===== src/hw/rtl/ihrp_pkg.sv =====
// Shared types, constants and the hex digit decoder of the HEX record parser.
package ihrp_pkg;

  // Image buffer size in bytes; writes must end at or below it
  localparam int unsigned IMAGE_BYTES = 131072;

  // Field widths
  localparam int CMD_W    = 2;
  localparam int CHAR_W   = 8;
  localparam int RELOC_W  = 18;
  localparam int WADDR_W  = 17;
  localparam int BYTE_W   = 8;
  localparam int STATUS_W = 2;
  localparam int SIZE_W   = 18;
  localparam int BASE_W   = 32;
  localparam int START_W  = BASE_W + 1;
  localparam int CHECK_W  = START_W + 1;

  // Input commands
  localparam logic [CMD_W-1:0] CMD_CHAR    = 2'd0;
  localparam logic [CMD_W-1:0] CMD_END     = 2'd1;
  localparam logic [CMD_W-1:0] CMD_RESTART = 2'd2;

  // Result kinds
  localparam logic KIND_WRITE  = 1'b0;
  localparam logic KIND_FINISH = 1'b1;

  // Finish status codes
  localparam logic [STATUS_W-1:0] ST_OK       = 2'd0;
  localparam logic [STATUS_W-1:0] ST_FORMAT   = 2'd1;
  localparam logic [STATUS_W-1:0] ST_OVERFLOW = 2'd2;

  // Record types
  localparam logic [7:0] REC_DATA    = 8'h00;
  localparam logic [7:0] REC_EOF     = 8'h01;
  localparam logic [7:0] REC_SEGMENT = 8'h02;
  localparam logic [7:0] REC_LINEAR  = 8'h04;

  // Characters
  localparam logic [CHAR_W-1:0] CHAR_COLON   = 8'h3A;
  localparam logic [CHAR_W-1:0] CHAR_NEWLINE = 8'h0A;

  // One result beat
  typedef struct packed {
    logic                kind;
    logic [WADDR_W-1:0]  write_address;
    logic [BYTE_W-1:0]   write_byte;
    logic [STATUS_W-1:0] status;
    logic [SIZE_W-1:0]   image_size;
  } result_t;

  // Decoded hex digit: ok flag and nibble
  typedef struct packed {
    logic       ok;
    logic [3:0] value;
  } hex_digit_t;

  // ASCII hex digit decode, either letter case
  function automatic hex_digit_t hex_decode(input logic [CHAR_W-1:0] c);
    hex_digit_t r;
    r.ok    = 1'b1;
    r.value = 4'd0;
    if (c >= 8'h30 && c <= 8'h39) begin
      r.value = 4'(c - 8'h30);
    end else if (c >= 8'h41 && c <= 8'h46) begin
      r.value = 4'(c - 8'h37);
    end else if (c >= 8'h61 && c <= 8'h66) begin
      r.value = 4'(c - 8'h57);
    end else begin
      r.ok = 1'b0;
    end
    return r;
  endfunction

endpackage


===== src/hw/rtl/ihrp_core.sv =====
// Record parser: character decode, record state machine and result generation.
module ihrp_core (
  input  logic                                clk,
  input  logic                                rst,
  input  logic                                accept,
  input  logic [ihrp_pkg::CMD_W-1:0]          command,
  input  logic [ihrp_pkg::CHAR_W-1:0]         char_code,
  input  logic [ihrp_pkg::RELOC_W-1:0]        reloc,
  output logic                                res_valid,
  output ihrp_pkg::result_t                   res
);

  typedef enum logic [3:0] {
    PH_SEEK, PH_COUNT, PH_ADDR, PH_TYPE, PH_DATA, PH_EXT, PH_CHECK, PH_EOL, PH_DONE
  } phase_t;

  phase_t                            phase, phase_next;
  logic                              nib_full, nib_full_next;
  logic [3:0]                        nib, nib_next;
  logic                              byte_sel, byte_sel_next;
  logic [7:0]                        record_length, record_length_next;
  logic [15:0]                       field_value, field_value_next;
  logic [7:0]                        record_type, record_type_next;
  logic [7:0]                        bytes_done, bytes_done_next;
  logic [7:0]                        running_sum, running_sum_next;
  logic [ihrp_pkg::BASE_W-1:0]       base_address, base_address_next;
  logic [ihrp_pkg::SIZE_W-1:0]       record_start, record_start_next;
  logic                              good_line_seen, good_line_seen_next;
  logic [ihrp_pkg::SIZE_W-1:0]       last_image_end, last_image_end_next;

  ihrp_pkg::hex_digit_t              dig;
  logic [7:0]                        b;
  logic [7:0]                        sum_b;
  logic [ihrp_pkg::START_W-1:0]      start_full;
  logic [ihrp_pkg::CHECK_W-1:0]      end_check;
  logic                              overflow;
  logic [ihrp_pkg::WADDR_W-1:0]      wr_addr;
  logic                              fin_req;
  logic [ihrp_pkg::STATUS_W-1:0]     fin_status;
  logic [ihrp_pkg::STATUS_W-1:0]     fin_status_eff;
  logic                              wr_req;

  // Datapath helpers
  assign dig        = ihrp_pkg::hex_decode(char_code);
  assign b          = {nib, dig.value};
  assign sum_b      = running_sum + b;
  assign start_full = {1'b0, base_address} + ihrp_pkg::START_W'(field_value);
  assign end_check  = ihrp_pkg::CHECK_W'(reloc) + {1'b0, start_full}
                      + ihrp_pkg::CHECK_W'(record_length);
  assign overflow   = end_check > ihrp_pkg::CHECK_W'(ihrp_pkg::IMAGE_BYTES);
  assign wr_addr    = reloc[ihrp_pkg::WADDR_W-1:0] + record_start[ihrp_pkg::WADDR_W-1:0]
                      + ihrp_pkg::WADDR_W'(bytes_done);

  // Next state and result request
  always_comb begin
    phase_next          = phase;
    nib_full_next       = nib_full;
    nib_next            = nib;
    byte_sel_next       = byte_sel;
    record_length_next  = record_length;
    field_value_next    = field_value;
    record_type_next    = record_type;
    bytes_done_next     = bytes_done;
    running_sum_next    = running_sum;
    base_address_next   = base_address;
    record_start_next   = record_start;
    good_line_seen_next = good_line_seen;
    last_image_end_next = last_image_end;
    fin_req             = 1'b0;
    fin_status          = ihrp_pkg::ST_OK;
    wr_req              = 1'b0;

    if (command == ihrp_pkg::CMD_RESTART) begin
      phase_next          = PH_SEEK;
      nib_full_next       = 1'b0;
      nib_next            = 4'd0;
      byte_sel_next       = 1'b0;
      record_length_next  = 8'd0;
      field_value_next    = 16'd0;
      record_type_next    = 8'd0;
      bytes_done_next     = 8'd0;
      running_sum_next    = 8'd0;
      base_address_next   = '0;
      record_start_next   = '0;
      good_line_seen_next = 1'b0;
      last_image_end_next = '0;
    end else if (command == ihrp_pkg::CMD_END && phase != PH_DONE) begin
      fin_req = 1'b1;
      if ((phase == PH_SEEK || phase == PH_EOL) && good_line_seen) begin
        fin_status = ihrp_pkg::ST_OK;
      end else begin
        fin_status = ihrp_pkg::ST_FORMAT;
      end
    end else if (command == ihrp_pkg::CMD_CHAR && phase != PH_DONE) begin
      if (phase == PH_SEEK) begin
        if (char_code == ihrp_pkg::CHAR_COLON) begin
          phase_next    = PH_COUNT;
          nib_full_next = 1'b0;
        end
      end else if (phase == PH_EOL) begin
        if (char_code == ihrp_pkg::CHAR_NEWLINE) begin
          phase_next = PH_SEEK;
        end
      end else if (!dig.ok) begin
        fin_req    = 1'b1;
        fin_status = ihrp_pkg::ST_FORMAT;
      end else if (!nib_full) begin
        nib_full_next = 1'b1;
        nib_next      = dig.value;
      end else begin
        nib_full_next = 1'b0;
        // Full byte assembled: advance the record
        unique case (phase) inside
          PH_COUNT: begin
            record_length_next = b;
            running_sum_next   = b;
            byte_sel_next      = 1'b0;
            field_value_next   = 16'd0;
            phase_next         = PH_ADDR;
          end
          PH_ADDR, PH_EXT: begin
            field_value_next = {field_value[7:0], b};
            running_sum_next = sum_b;
            byte_sel_next    = ~byte_sel;
            if (byte_sel) begin
              byte_sel_next = 1'b0;
              if (phase == PH_ADDR) begin
                phase_next = PH_TYPE;
              end else begin
                if (record_type == ihrp_pkg::REC_SEGMENT) begin
                  base_address_next = {12'd0, field_value[7:0], b, 4'd0};
                end else begin
                  base_address_next = {field_value[7:0], b, 16'd0};
                end
                phase_next = PH_CHECK;
              end
            end
          end
          PH_TYPE: begin
            record_type_next = b;
            running_sum_next = sum_b;
            bytes_done_next  = 8'd0;
            if (b == ihrp_pkg::REC_DATA) begin
              record_start_next = start_full[ihrp_pkg::SIZE_W-1:0];
              if (overflow) begin
                fin_req    = 1'b1;
                fin_status = ihrp_pkg::ST_OVERFLOW;
              end else begin
                last_image_end_next = start_full[ihrp_pkg::SIZE_W-1:0]
                                      + ihrp_pkg::SIZE_W'(record_length);
                phase_next = (record_length != 8'd0) ? PH_DATA : PH_CHECK;
              end
            end else if (b == ihrp_pkg::REC_SEGMENT || b == ihrp_pkg::REC_LINEAR) begin
              if (record_length != 8'd2) begin
                fin_req    = 1'b1;
                fin_status = ihrp_pkg::ST_FORMAT;
              end else begin
                byte_sel_next    = 1'b0;
                field_value_next = 16'd0;
                phase_next       = PH_EXT;
              end
            end else begin
              phase_next = (record_length != 8'd0) ? PH_DATA : PH_CHECK;
            end
          end
          PH_DATA: begin
            running_sum_next = sum_b;
            wr_req           = (record_type == ihrp_pkg::REC_DATA);
            bytes_done_next  = bytes_done + 8'd1;
            if (bytes_done + 8'd1 == record_length) begin
              phase_next = PH_CHECK;
            end
          end
          PH_CHECK: begin
            if (sum_b != 8'd0) begin
              fin_req    = 1'b1;
              fin_status = ihrp_pkg::ST_FORMAT;
            end else begin
              good_line_seen_next = 1'b1;
              if (record_type == ihrp_pkg::REC_EOF) begin
                fin_req    = 1'b1;
                fin_status = ihrp_pkg::ST_OK;
              end else begin
                phase_next = PH_EOL;
              end
            end
          end
          default: begin
          end
        endcase
      end
    end

    if (fin_req) begin
      phase_next = PH_DONE;
    end
  end

  // Errors before any good line report as format errors
  assign fin_status_eff = (fin_status != ihrp_pkg::ST_OK && !good_line_seen_next)
                          ? ihrp_pkg::ST_FORMAT : fin_status;

  // Result beat
  always_comb begin
    res_valid = accept && (fin_req || wr_req);
    res       = '0;
    if (fin_req) begin
      res.kind   = ihrp_pkg::KIND_FINISH;
      res.status = fin_status_eff;
      if (fin_status_eff == ihrp_pkg::ST_OK) begin
        res.image_size = (last_image_end != '0) ? last_image_end : ihrp_pkg::SIZE_W'(1);
      end
    end else begin
      res.kind          = ihrp_pkg::KIND_WRITE;
      res.write_address = wr_addr;
      res.write_byte    = b;
    end
  end

  // Parse state
  always_ff @(posedge clk) begin
    if (rst) begin
      phase          <= PH_SEEK;
      nib_full       <= 1'b0;
      nib            <= 4'd0;
      byte_sel       <= 1'b0;
      record_length  <= 8'd0;
      field_value    <= 16'd0;
      record_type    <= 8'd0;
      bytes_done     <= 8'd0;
      running_sum    <= 8'd0;
      base_address   <= '0;
      record_start   <= '0;
      good_line_seen <= 1'b0;
      last_image_end <= '0;
    end else if (accept) begin
      phase          <= phase_next;
      nib_full       <= nib_full_next;
      nib            <= nib_next;
      byte_sel       <= byte_sel_next;
      record_length  <= record_length_next;
      field_value    <= field_value_next;
      record_type    <= record_type_next;
      bytes_done     <= bytes_done_next;
      running_sum    <= running_sum_next;
      base_address   <= base_address_next;
      record_start   <= record_start_next;
      good_line_seen <= good_line_seen_next;
      last_image_end <= last_image_end_next;
    end
  end

  // Once finished, only a restart leaves the done phase
  assert property (@(posedge clk) disable iff (rst)
    (phase == PH_DONE && !(accept && command == ihrp_pkg::CMD_RESTART)) |=> phase == PH_DONE)
    else $error("parser left done phase without restart");

  // Image writes come only from data bytes of data records
  assert property (@(posedge clk) disable iff (rst)
    (res_valid && res.kind == ihrp_pkg::KIND_WRITE) |->
      (phase == PH_DATA && record_type == ihrp_pkg::REC_DATA))
    else $error("write beat outside a data record");

  // A finish beat always moves the parser to done
  assert property (@(posedge clk) disable iff (rst)
    (res_valid && res.kind == ihrp_pkg::KIND_FINISH) |=> phase == PH_DONE)
    else $error("finish beat without entering done");

endmodule


===== src/hw/rtl/ihrp_obuf.sv =====
// Two-entry result buffer between the parser and the output channel.
module ihrp_obuf (
  input  logic              clk,
  input  logic              rst,
  input  logic              push,
  input  ihrp_pkg::result_t push_data,
  output logic              full,
  output logic              out_valid,
  input  logic              out_stall,
  output ihrp_pkg::result_t head
);

  logic [1:0]        count, count_next;
  ihrp_pkg::result_t slot1;
  logic              pop;

  assign pop        = (count != 2'd0) && !out_stall;
  assign full       = (count == 2'd2);
  assign out_valid  = (count != 2'd0);
  assign count_next = count + 2'(push) - 2'(pop);

  // Occupancy
  always_ff @(posedge clk) begin
    if (rst) begin
      count <= 2'd0;
    end else begin
      count <= count_next;
    end
  end

  // Entry storage
  always_ff @(posedge clk) begin
    if (count == 2'd0 || (pop && count == 2'd1)) begin
      if (push) begin
        head <= push_data;
      end
    end else if (pop && count == 2'd2) begin
      head <= slot1;
    end
    if (push && count == 2'd1 && !pop) begin
      slot1 <= push_data;
    end
  end

  assert property (@(posedge clk) disable iff (rst) count != 2'd3)
    else $error("result buffer count out of range");

  assert property (@(posedge clk) disable iff (rst) !(push && full))
    else $error("push into full result buffer");

  // A full buffer that is not drained stays full
  assert property (@(posedge clk) disable iff (rst)
    (count == 2'd2 && out_stall) |=> count == 2'd2)
    else $error("result buffer lost an entry while stalled");

endmodule


===== src/hw/rtl/intel_hex_record_parser.sv =====
// Top level of the Intel HEX record parser: ports, relocation register, wiring.
// Takes one file character per cycle (command 0), end of input (1) or restart (2),
// and accepts a new beat every clock as long as the two-entry result buffer is not
// full; each beat is decoded and applied to the record state as it is accepted, and
// its result, if any, is queued in the result buffer behind earlier results. A data byte
// yields one write beat at load_offset + base + record address + index; an end
// record, end of input or the first error yields one finish beat with status and
// image size, after which input is ignored until restart. Write load_offset
// only while no beat is in flight; cfg_ready is always high.
module intel_hex_record_parser (
  input  logic                              clk,
  input  logic                              rst,
  // Input character channel
  input  logic                              in_valid,
  output logic                              in_stall,
  input  logic [ihrp_pkg::CMD_W-1:0]        command,
  input  logic [ihrp_pkg::CHAR_W-1:0]       char_code,
  // Result channel
  output logic                              out_valid,
  input  logic                              out_stall,
  output logic                              kind,
  output logic [ihrp_pkg::WADDR_W-1:0]      write_address,
  output logic [ihrp_pkg::BYTE_W-1:0]       write_byte,
  output logic [ihrp_pkg::STATUS_W-1:0]     status,
  output logic [ihrp_pkg::SIZE_W-1:0]       image_size,
  // Configuration write channel
  input  logic                              cfg_valid,
  output logic                              cfg_ready,
  input  logic [ihrp_pkg::RELOC_W-1:0]      load_offset
);

  logic [ihrp_pkg::RELOC_W-1:0] reloc;
  logic                         accept;
  logic                         res_valid;
  ihrp_pkg::result_t            res;
  ihrp_pkg::result_t            head;
  logic                         full;

  assign cfg_ready = 1'b1;
  assign in_stall  = full;
  assign accept    = in_valid && !in_stall;

  // Relocation register
  always_ff @(posedge clk) begin
    if (rst) begin
      reloc <= '0;
    end else if (cfg_valid && cfg_ready) begin
      reloc <= load_offset;
    end
  end

  ihrp_core u_core (
    .clk       (clk),
    .rst       (rst),
    .accept    (accept),
    .command   (command),
    .char_code (char_code),
    .reloc     (reloc),
    .res_valid (res_valid),
    .res       (res)
  );

  ihrp_obuf u_obuf (
    .clk       (clk),
    .rst       (rst),
    .push      (res_valid),
    .push_data (res),
    .full      (full),
    .out_valid (out_valid),
    .out_stall (out_stall),
    .head      (head)
  );

  // Result beat fields
  assign kind          = head.kind;
  assign write_address = head.write_address;
  assign write_byte    = head.write_byte;
  assign status        = head.status;
  assign image_size    = head.image_size;

endmodule

===== config.mk =====
export PLATFORM = sky130hd
export DESIGN_NAME = intel_hex_record_parser
export DESIGN_NICKNAME = d
export VERILOG_FILES = /design/src/hw/rtl/ihrp_pkg.sv /design/src/hw/rtl/ihrp_core.sv /design/src/hw/rtl/ihrp_obuf.sv /design/src/hw/rtl/intel_hex_record_parser.sv
export SDC_FILE = /design/constraint.sdc
export NUM_CORES = 1
export LEC_CHECK = 0
export BUFFER_PORTS_ARGS = -buffer_cell sky130_fd_sc_hd__buf_4
export CAP_MARGIN = 40
export CORE_AREA = 2 2 198 200
export CTS_CLUSTER_SIZE = 30
export DETAILED_ROUTE_END_ITERATION = 7
export DIE_AREA = 0 0 200 202
export PLACE_DENSITY_LB_ADDON = 0.05
export REMOVE_ABC_BUFFERS = 1
export SYNTH_ARGS = -nofsm -noshare
export SYNTH_HDL_FRONTEND = slang
export SYNTH_SLANG_ARGS = --single-unit

===== constraint.sdc =====
create_clock -name clk -period 12 [get_ports clk]
set_clock_uncertainty 0.2 [all_clocks]
set_input_delay 0.6 -clock clk [delete_from_list [all_inputs] [get_ports clk]]
set_output_delay 0.6 -clock clk [all_outputs]
set_load 0.05 [all_outputs]

==> results.cfg, run 1 <==
[final_layout]
drive_gt1_share_pct = 13.3
final_util_pct = 44.1
fillers = 3822
diodes = 0
fin_area_mm2 = 0.0169
area_growth_pct = 14.4
final_cell_mix = 205 x nor2_1, 175 x a21oi_1, 142 x dfxtp_1, 125 x nand2_1, 105 x buf_4
final_common_cell = nor2_1
layout.nets = 1871

[sta]
slew_headroom_pct = 44.4
rsz0062_at_grt = false
finalCritPeriodShare_pct = 61.5
hold_violations = 0
fmax_mhz = 135
worst_pin_slew_ns = 0.821
finalWorstSetupSlack_ns = 4.62
setup_viol = 0
finalSetupTns_ns = 0
slew_violations = 0
min_period_ns = 7.38

[place]
place_area_mm2 = 0.0159
gp_congestion = 0.852
dp_hpwl_um = 31100
pre_cts_slack_ns = 4.66
port_buffers = 80

[floorplan]
initial_core_util_pct = 38.6
fp.dieH_um = 202
num_rows = 72
pin_count = 82
die_w_um = 200
dieArea_mm2 = 0.0404
core_mm2 = 0.0383

[critical_path]
r2r_start = u_core.field_value[4]
critPathTopFamily = simple AND/OR/NAND/NOR gates
path_cells = ha_1 > inv_1 > fa_1 > nand2b_1 > a21oi_1 > o21ai_0 > nand2b_1 > a21oi_1 > xnor2_1 > ha_1 > ha_1 > nand2_1 > or3_1 > a21oi_1 > a211oi_1 > o221ai_1 > and3b_1 > nand2_1 > or4_4 > a2111oi_4 > a311oi_1 > nor3_1 > o32ai_4 > buf_4
cp-startpoint = u_core.field_value[4]
cp.arrival_ns = 7.43
cp.required_ns = 12.05
max_stage_delay_ns = 0.56
critPathLaunchType = flop
crit_cells = 24
worstPathMaxFanout = 46
crit_path_end_kind = flop
crit_slowest_cell = xnor2_1
criticalPathCategory = flop to flop
reg2reg_depth = 24
crit_buf_inv = 2

[synthesis]
ys_ff_latch = 234
synth_largest_area_cell = dfxtp_1
syn-cell-area_mm2 = 0.0148
synth.avg_cell_area_um2 = 8.78
synthTopCellsByArea = dfxtp_1 19%, edfxtp_1 19%, ha_1 7.2%
synthFlopType = dfxtp_1
syn_inst = 1683
synth_edf_count = 92
synth_cell_type_count = 93
synth_warnings = 0
yosysSeqAreaShare_pct = 38.0
yosysTopAreaCellShare_pct = 19.2
synthArstFlopShare_pct = 0

[clock_tree]
ctsHoldBuffers = 0
clk_path_buf_depth = 3
worstSkewPairLatency_ns = 0.58
cts_max_level = 1
cts_resized = 0
cts.clk_slew.worst_paths_ns = 0.07
cts_tree = yes
cts.sinks = 234
cts_setup_buffers = 0
numCtsBuffers = 28
cts_root_buf = clkbuf_16

[routing]
drc = 0
num_vias = 12400
routed_via_density = 5.44
dr.first_iter.drc_count = 886
postRouteAntennaNets = 0
routed_wl_um = 41800
wl_per_cell_um = 18.4
first_pass_iters = 5

[global_route]
grt_util_met2_pct = 32.9
antenna_found_initial = 0
grtUsageMet3_pct = 2.47
grt.overflow.total = 0
grt_util_all_layers_pct = 20.8
grt_start_max_net_pins = 59
busiest_layer = met2
grt_pass1_vias = 11700
use_met1_pct = 30.0
grt_pass1_wl_um = 66400

[min_path]
hp-class = input port to flop
holdPathStages = 3
hold_start = load_offset[17]

[pwr]
power_density_mw_per_mm2 = 143
total_power_uw = 2410
vdd_drop_max_uv = 117
cellLeakagePower_uw = 0.00668

[run]
maxCapViolCount = 0

[outcome]
status = finished, final reports clean
layout make-up:
type                            count  area (µm²)  area share [%]
Tap cell                          518         648            3.83
Clock buffer                       42         853            5.05
Inverter                           79         297            1.75
Multi-Input combinational cell   1282        8550            50.6
Clock inverter                     10         128           0.755
Timing Repair Buffer              107         820            4.85
Sequential cell                   234        5610            33.2
flip-flops by register name (all words and copies together) (netlist names), 8 cells and up:
| register | flops |
|---|---|
| u_core.running_sum | 8 |
| u_core.record_length | 8 |
| u_core.record_start | 17 |
| u_core.last_image_end | 18 |
| u_obuf.head | 46 |
| u_core.field_value | 16 |
| reloc | 18 |
| u_core.record_type | 8 |
| u_core.base_address | 28 |
| u_core.bytes_done | 8 |
| u_obuf.slot1 | 46 |
per-stage QoR:
stage	hold WS (ns)	cells
floorplan	0.230	1595
global placement	0.244	2216
detailed placement	0.254	2220
CTS	0.0242	2272
global route	0.0429	2272
finish	0.0546	2272
cell usage after synthesis, drive strengths merged (7+ instances only):
cell type and n:
nor2 206, a21oi 180, dfxtp 142, nand2 125
edfxtp 92, ha 85, o21ai 83, inv 79
clkbuf 70, nor3 68, xnor2 55, nand3 43
o31ai 31, nand4 30, xor2 29, and3 24
mux2i 23, nor4 23, fa 21, a21o 18
buf 18, nor2b 18, o21bai 16, and2 15
mux2 14, o21a 13, nand2b 12, a2111oi 10
a211oi 10, a31oi 10, or3 10, o211ai 9
or4 7
cells by family (layout without fill, tap and decap cells):
group / count (synthesis) / count (layout) / synth area share, %
adders and majority gates: 106 / 106 / 10.0
DFF: 234 / 234 / 38.0
other: 1 / 1 / 0.0254
AOI/OAI and AO/OA: 440 / 440 / 19.8
buffers and inverters: 167 / 238 / 4.51
muxes: 37 / 37 / 2.63
xor gates and xnor gates: 84 / 84 / 4.98
and+or+nand+nor: 614 / 614 / 20.1
tightest hold or removal path, delay by kind of cell:
kind | cells | cell delay (ns)
multiplexers | 1 | 0.05
AND/OR/NAND/NOR | 1 | 0.07
buffers and inverters | 1 | 0.07
power breakdown:
part	switching, µW	internal, µW
Sequential	28.2	911
Combinational	416	173
Clock	349	534
Total	793	1620
final timing paths:
path | slack, ns | to
max | 4.62 | u_obuf.head[37]
min reg2reg | 0.26 | u_core.record_start[12]
min | 0.05 | reloc[17]
max reg2reg | 4.62 | u_obuf.head[37]
metal layers:
| layer | up-vias | wire length (µm) | part of all wire (%) |
|---|---|---|---|
| li1 | 6187 | - | - |
| met1 | 5851 | 20300 | 49 |
| met2 | 259 | 18700 | 45 |
| met3 | 73 | 1660 | 4.0 |
| met4 | 0 | 1200 | 2.9 |
| met5 | - | 0 | 0 |
No activity file was read; power rests on OpenSTA's default activity.
==> run 2: changes to the inputs <==
Settings changed: ABC_AREA from default to 1, CORE_AREA 2 2 198 200 to 2 2 199 201, DIE_AREA 0 0 200 202 to 0 0 201 203.
Clock period 12 ns to 7.5 ns, I/O delays scaled along.
==> results.cfg, run 2 <==
[outcome]
status = finished, final reports clean

[clock_tree]
cts.clk_slew.worst_paths_ns = 0.06
cts_max_level = 1
cts.sinks = 234
cts_resized = 0
cts_root_buf = clkbuf_16
worstSkewPairLatency_ns = 0.57
numCtsBuffers = 29
cts_tree = yes
clk_path_buf_depth = 3
cts_setup_buffers = 0

[pwr]
pwr-share-seq_pct = 38.6
cellLeakagePower_uw = 0.00776
swShare_pct = 35.7
p_comb_share_pct = 27.1
pwr-share-clk_pct = 34.3
power_density_mw_per_mm2 = 226
vdd_drop_max_uv = 159
p_switching_uw = 1390
p_int_uw = 2510

[routing]
wl_met3_um = 2490
postRouteAntennaNets = 0
routed_wl_um = 45500
routed_via_density = 5.07
top_layer_used = met4
m1WireLength_um = 21600
wl_per_cell_um = 17.0
drc = 0
dr.first_iter.drc_count = 960
first_pass_iters = 5
wl_met2_um = 20200
num_vias = 13600

[global_route]
antenna_found_initial = 0
grt_start_max_net_pins = 72
grt.overflow.total = 0
grt_pass1_wl_um = 72100
grt_util_all_layers_pct = 22.2
grt_pass1_vias = 13000

[critical_path]
crit_buf_inv = 5
reg2reg_depth = 36
worstPathMaxFanout = 32
critPathTopFamily = simple AND/OR/NAND/NOR gates
r2r_start = u_core.field_value[4]
rr_endpoint = u_obuf.head[37]
crit_slowest_cell = xor2_1
max_stage_delay_ns = 0.52
cp.arrival_ns = 6.95
cpMostUsedCell = nand2_1
cp-startpoint = u_core.field_value[4]
cp.required_ns = 7.72
r2r_slack_ns = 0.77
criticalPathCategory = flop to flop
crit_path_end_kind = flop
critPathLaunchType = flop

[final_layout]
final_common_cell = nand2_1
final_cell_mix = 506 x nand2_1, 252 x nor2_1, 232 x inv_1, 159 x a21oi_1, 142 x dfxtp_1
fillers = 3955
reg_top3 = u_obuf.head: 46 flops, u_obuf.slot1: 46 flops, u_core.base_address: 28 flops
final_util_pct = 44.9
fin_area_mm2 = 0.0173
area_growth_pct = 15.6
diodes = 0
drive_gt1_share_pct = 9.12
layout.nets = 2278

[synthesis]
synthArstFlopShare_pct = 0
post-synth-top-count-cell = nand2_1
syn-cell-area_mm2 = 0.0149
synth_warnings = 0
synth_cell_type_count = 54
synth_common_cells = 507 x nand2_1, 253 x nor2_1, 233 x inv_1
syn_inst = 2043
synthTopCellsByArea = dfxtp_1 19%, edfxtp_1 19%, nand2_1 13%
yosysSeqAreaShare_pct = 37.6
synth_largest_area_cell = dfxtp_1
ys_ff_latch = 234
yosysTopAreaCellShare_pct = 19.1
synth.avg_cell_area_um2 = 7.30
synth_edf_count = 92
synthFlopType = dfxtp_1

[sta]
hold_violations = 0
slew_headroom_pct = 40.9
slew_violations = 0
worst_pin_slew_ns = 0.883
fmax_mhz = 149
whs_ns = 0.0239
setup_viol = 0
min_period_ns = 6.73
finalWorstSetupSlack_ns = 0.773
finalCritPeriodShare_pct = 89.7
rsz0062_at_grt = false

[run]
maxCapViolCount = 0

[floorplan]
initial_core_util_pct = 38.8
core_mm2 = 0.0385
pin_count = 82
dieArea_mm2 = 0.0408
num_rows = 72
fp.dieH_um = 203
die_w_um = 201

[min_path]
hp-class = input port to flop
hold_start = cfg_valid
holdPathEnd = reloc[8]
holdPathStages = 3

[place]
port_buffers = 80
pre_cts_slack_ns = 0.754
dp_hpwl_um = 34100
place_area_mm2 = 0.0161
gp_congestion = 0.966
run 2: how the worst max path moves through the flow:
stage / cells after the start / end
2_1_floorplan: 33 / u_obuf.head[0]
3_3_place_gp: 36 / u_obuf.head[33]
3_5_place_dp: 36 / u_obuf.head[22]
4_1_cts: 36 / u_obuf.head[37]
5_1_grt: 36 / u_obuf.head[35]
6_report: 36 / u_obuf.head[37]
run 2: cell type report:
| type | count | area (µm²) | area share, % |
|---|---|---|---|
| clock inverters | 15 | 119 | 0.689 |
| multi-input cells | 1498 | 8140 | 47.2 |
| flip-flops and latches | 234 | 5610 | 32.5 |
| clock buffers | 37 | 790 | 4.58 |
| inverters | 253 | 950 | 5.50 |
| well taps | 518 | 648 | 3.76 |
| repair buffers | 123 | 998 | 5.79 |
run 2: per-stage QoR:
stage	cells	setup TNS (ns)	total power, µW
floorplan	1985	-52.60	2250
global placement	2599	0	2590
detailed placement	2600	0	2580
CTS	2677	0	3950
global route	2678	0	4110
finish	2678	0	3900
run 2: cells by family after synthesis:
family | Yosys count | synth area share, %
and+or+nand+nor | 993 | 28.3
AOI/OAI and AO/OA | 350 | 13.4
buffers and inverters | 311 | 7.99
DFF | 234 | 37.6
adders and majority gates | 106 | 9.95
xor gates and xnor gates | 47 | 2.76
other | 1 | 0.0251
muxes | 1 | 0.0755
run 2: power groups by stage:
| stage | combinational (µW) | sequential (µW) | clock, µW |
|---|---|---|---|
| floorplan | 520 | 1730 | 0 |
| global placement | 1050 | 1530 | 0 |
| detailed placement | 1050 | 1530 | 0 |
| CTS | 1070 | 1500 | 1380 |
| global route | 1170 | 1510 | 1430 |
| finish | 1060 | 1500 | 1340 |
run 2: timing repair:
item | CTS | global route
endpoints found under the setup margin | 0 | 0
hold endpoints to repair | 27 | 0
hold buffers | 25 | 0
run 2: worst register-to-register path: cells and delay by family (launching register included):
kind | cells | cell delay, ns
and+or+nand+nor | 24 | 2.81
adders and majority gates | 4 | 1.34
buffers and inverters | 5 | 0.95
xor gates and xnor gates | 1 | 0.52
DFF | 1 | 0.43
AOI/OAI and AO/OA | 2 | 0.37
run 2: per-layer routing:
layer,up-vias,GRT usage (%)
li1,6949,-
met1,6239,31.1
met2,306,35.5
met3,77,3.27
met4,0,6.48
met5,-,0
==> run 3: changes to the inputs <==
Settings changed: ABC_AREA 1 to default, CORE_AREA 2 2 199 201 to 2 2 158 160, DIE_AREA 0 0 201 203 to 0 0 160 162.
==> results.cfg, run 3 (synthesis gave the netlist of run 1 again) <==
[place]
pre_cts_slack_ns = 0.440
gp_congestion = 0.951
dp_hpwl_um = 28600
port_buffers = 80
place_area_mm2 = 0.0157

[routing]
wl_per_cell_um = 18.8
num_vias = 12800
dr.first_iter.drc_count = 1145
first_pass_iters = 7
routed_wl_um = 39300
postRouteAntennaNets = 0
routed_via_density = 6.12
drc = 0

[pwr]
power_density_mw_per_mm2 = 227
p_comb_share_pct = 25.4
swShare_pct = 32.8
p_int_uw = 2570
p_switching_uw = 1250
vdd_drop_max_uv = 192
cellLeakagePower_uw = 0.00673
pwr-share-seq_pct = 39.4
pwr-share-clk_pct = 35.2
total_power_uw = 3820

[final_layout]
diodes = 0
fin_area_mm2 = 0.0168
layout.nets = 1886
final_cell_mix = 205 x nor2_1, 175 x a21oi_1, 142 x dfxtp_1, 125 x nand2_1, 101 x buf_4
drive_gt1_share_pct = 13.1
area_growth_pct = 13.8
multi_input_area_mm2 = 0.00857
final_common_cell = nor2_1
layout.area.seq_mm2 = 0.00561
reg_top3 = u_obuf.head: 46 flops, u_obuf.slot1: 46 flops, u_core.base_address: 28 flops
fillers = 1907

[global_route]
grt_pass1_wl_um = 63400
grt_start_max_net_pins = 59
grt.overflow.total = 0
grt_util_all_layers_pct = 30.0
antenna_found_initial = 0
grt_pass1_vias = 12100

[sta]
finalCritPeriodShare_pct = 94.9
min_period_ns = 7.11
slew_headroom_pct = 37.2
slew_violations = 0
fmax_mhz = 141
finalWorstSetupSlack_ns = 0.386
worst_pin_slew_ns = 0.939
finalSetupTns_ns = 0
hold_violations = 0
setup_viol = 0
rsz0062_at_grt = false

[floorplan]
initial_core_util_pct = 61.3
pin_count = 82
num_rows = 57
core_mm2 = 0.0241
fp.dieH_um = 162
dieArea_mm2 = 0.0259
die_w_um = 160

[critical_path]
criticalPathCategory = flop to flop
r2r_start = u_core.field_value[4]
endpoint = u_obuf.head[28]
cp.arrival_ns = 7.27
crit_path_end_kind = flop
worstPathMaxFanout = 34
cp-startpoint = u_core.field_value[4]
cp.required_ns = 7.65
r2r_slack_ns = 0.39
critPathLaunchType = flop
rr_endpoint = u_obuf.head[28]
reg2reg_depth = 24

[outcome]
status = finished, final reports clean

[clock_tree]
cts.sinks = 234
cts_root_buf = clkbuf_16
numCtsBuffers = 26
cts.clk_slew.worst_paths_ns = 0.06
worstSkewPairLatency_ns = 0.54
clk_path_buf_depth = 3
cts_tree = yes
cts_max_level = 1

[min_path]
hp-class = input port to flop

[run]
maxCapViolCount = 0
run 3: cell count changes in the layout (fill, tap and decap cells not counted), sizes merged, moves of 24 or more:
cell   before  now
and3        0   24
inv       247   81
nand2     514  125
nand3     125   43
nor2      267  206
nor3       28   68
o21ai     111   83
o31ai       1   31
xnor2      13   55
run 3: cell type report:
cell class	instances	share of cell area, %
Clock buffer	39	4.58
Clock inverter	9	0.826
Inverter	79	1.76
Multi-Input combinational cell	1282	51.0
Sequential cell	234	33.3
Tap cell	324	2.41
Timing Repair Buffer	124	6.12
run 3: worst max-delay path, stage by stage, from the launching register on:
cell and delay, ns:
dfxtp_1 0.40, ha_1 0.23, inv_1 0.07, fa_1 0.39, nand2b_1 0.18, a21oi_1 0.35, o21ai_0 0.16, nand2b_1 0.09
a21oi_1 0.08, xnor2_1 0.42, ha_1 0.33, ha_1 0.37, nand2_1 0.08, or3_1 0.37, a21oi_1 0.19, a211oi_1 0.11
o221ai_1 0.33, and3b_1 0.23, nand2_1 0.07, or4_4 0.50, a2111oi_4 0.44, a311oi_2 0.26, or2_2 0.57, buf_12 0.26
o31ai_2 0.26
run 3: timing repair:
item	4_1_cts	5_1_grt
setup buffers	0	0
endpoints found under the hold margin	18	0
hold buffers	18	0
resized for setup	0	2
setup endpoints to repair	0	127
run 3: through the flow:
step / hold WS, ns / cells / utilization, %
2_1_floorplan: 0.230 / 1595 / -
3_3_place_gp: 0.244 / 2023 / 65.1
3_5_place_dp: 0.253 / 2025 / 65.2
4_1_cts: 0.0611 / 2091 / 69.7
5_1_grt: 0.0951 / 2091 / 69.7
6_report: 0.0790 / 2091 / 69.7
run 3: worst min-delay path by stage:
stage | depth (start not counted) | endpoint | slack, ns | start
5_1_grt | 4 | u_core.good_line_seen | 0.1 | in_valid
6_report | 4 | u_core.good_line_seen | 0.08 | in_valid
3_5_place_dp | 2 | u_core.record_start[8] | 0.25 | u_core.record_start[8]
4_1_cts | 4 | u_core.good_line_seen | 0.06 | in_valid
3_3_place_gp | 2 | u_core.record_start[8] | 0.24 | u_core.record_start[8]
2_1_floorplan | 2 | u_core.record_start[10] | 0.23 | u_core.record_start[10]
run 3: power groups by stage:
stage                     Combinational [µW]  Sequential, µW  Clock, µW
after floorplan                          404            1780          0
after global placement                   933            1530          0
after detailed placement                 962            1530          0
after CTS                                972            1500       1360
after global routing                    1030            1510       1420
final                                    971            1500       1340
run 3: routing by layer:
metal	up-vias	track usage (%)	share of wire (%)
met5	-	0	0
li1	6240	-	-
met3	56	4.16	6.4
met2	453	49.0	46
met4	0	8.23	2.3
met1	6043	42.2	46
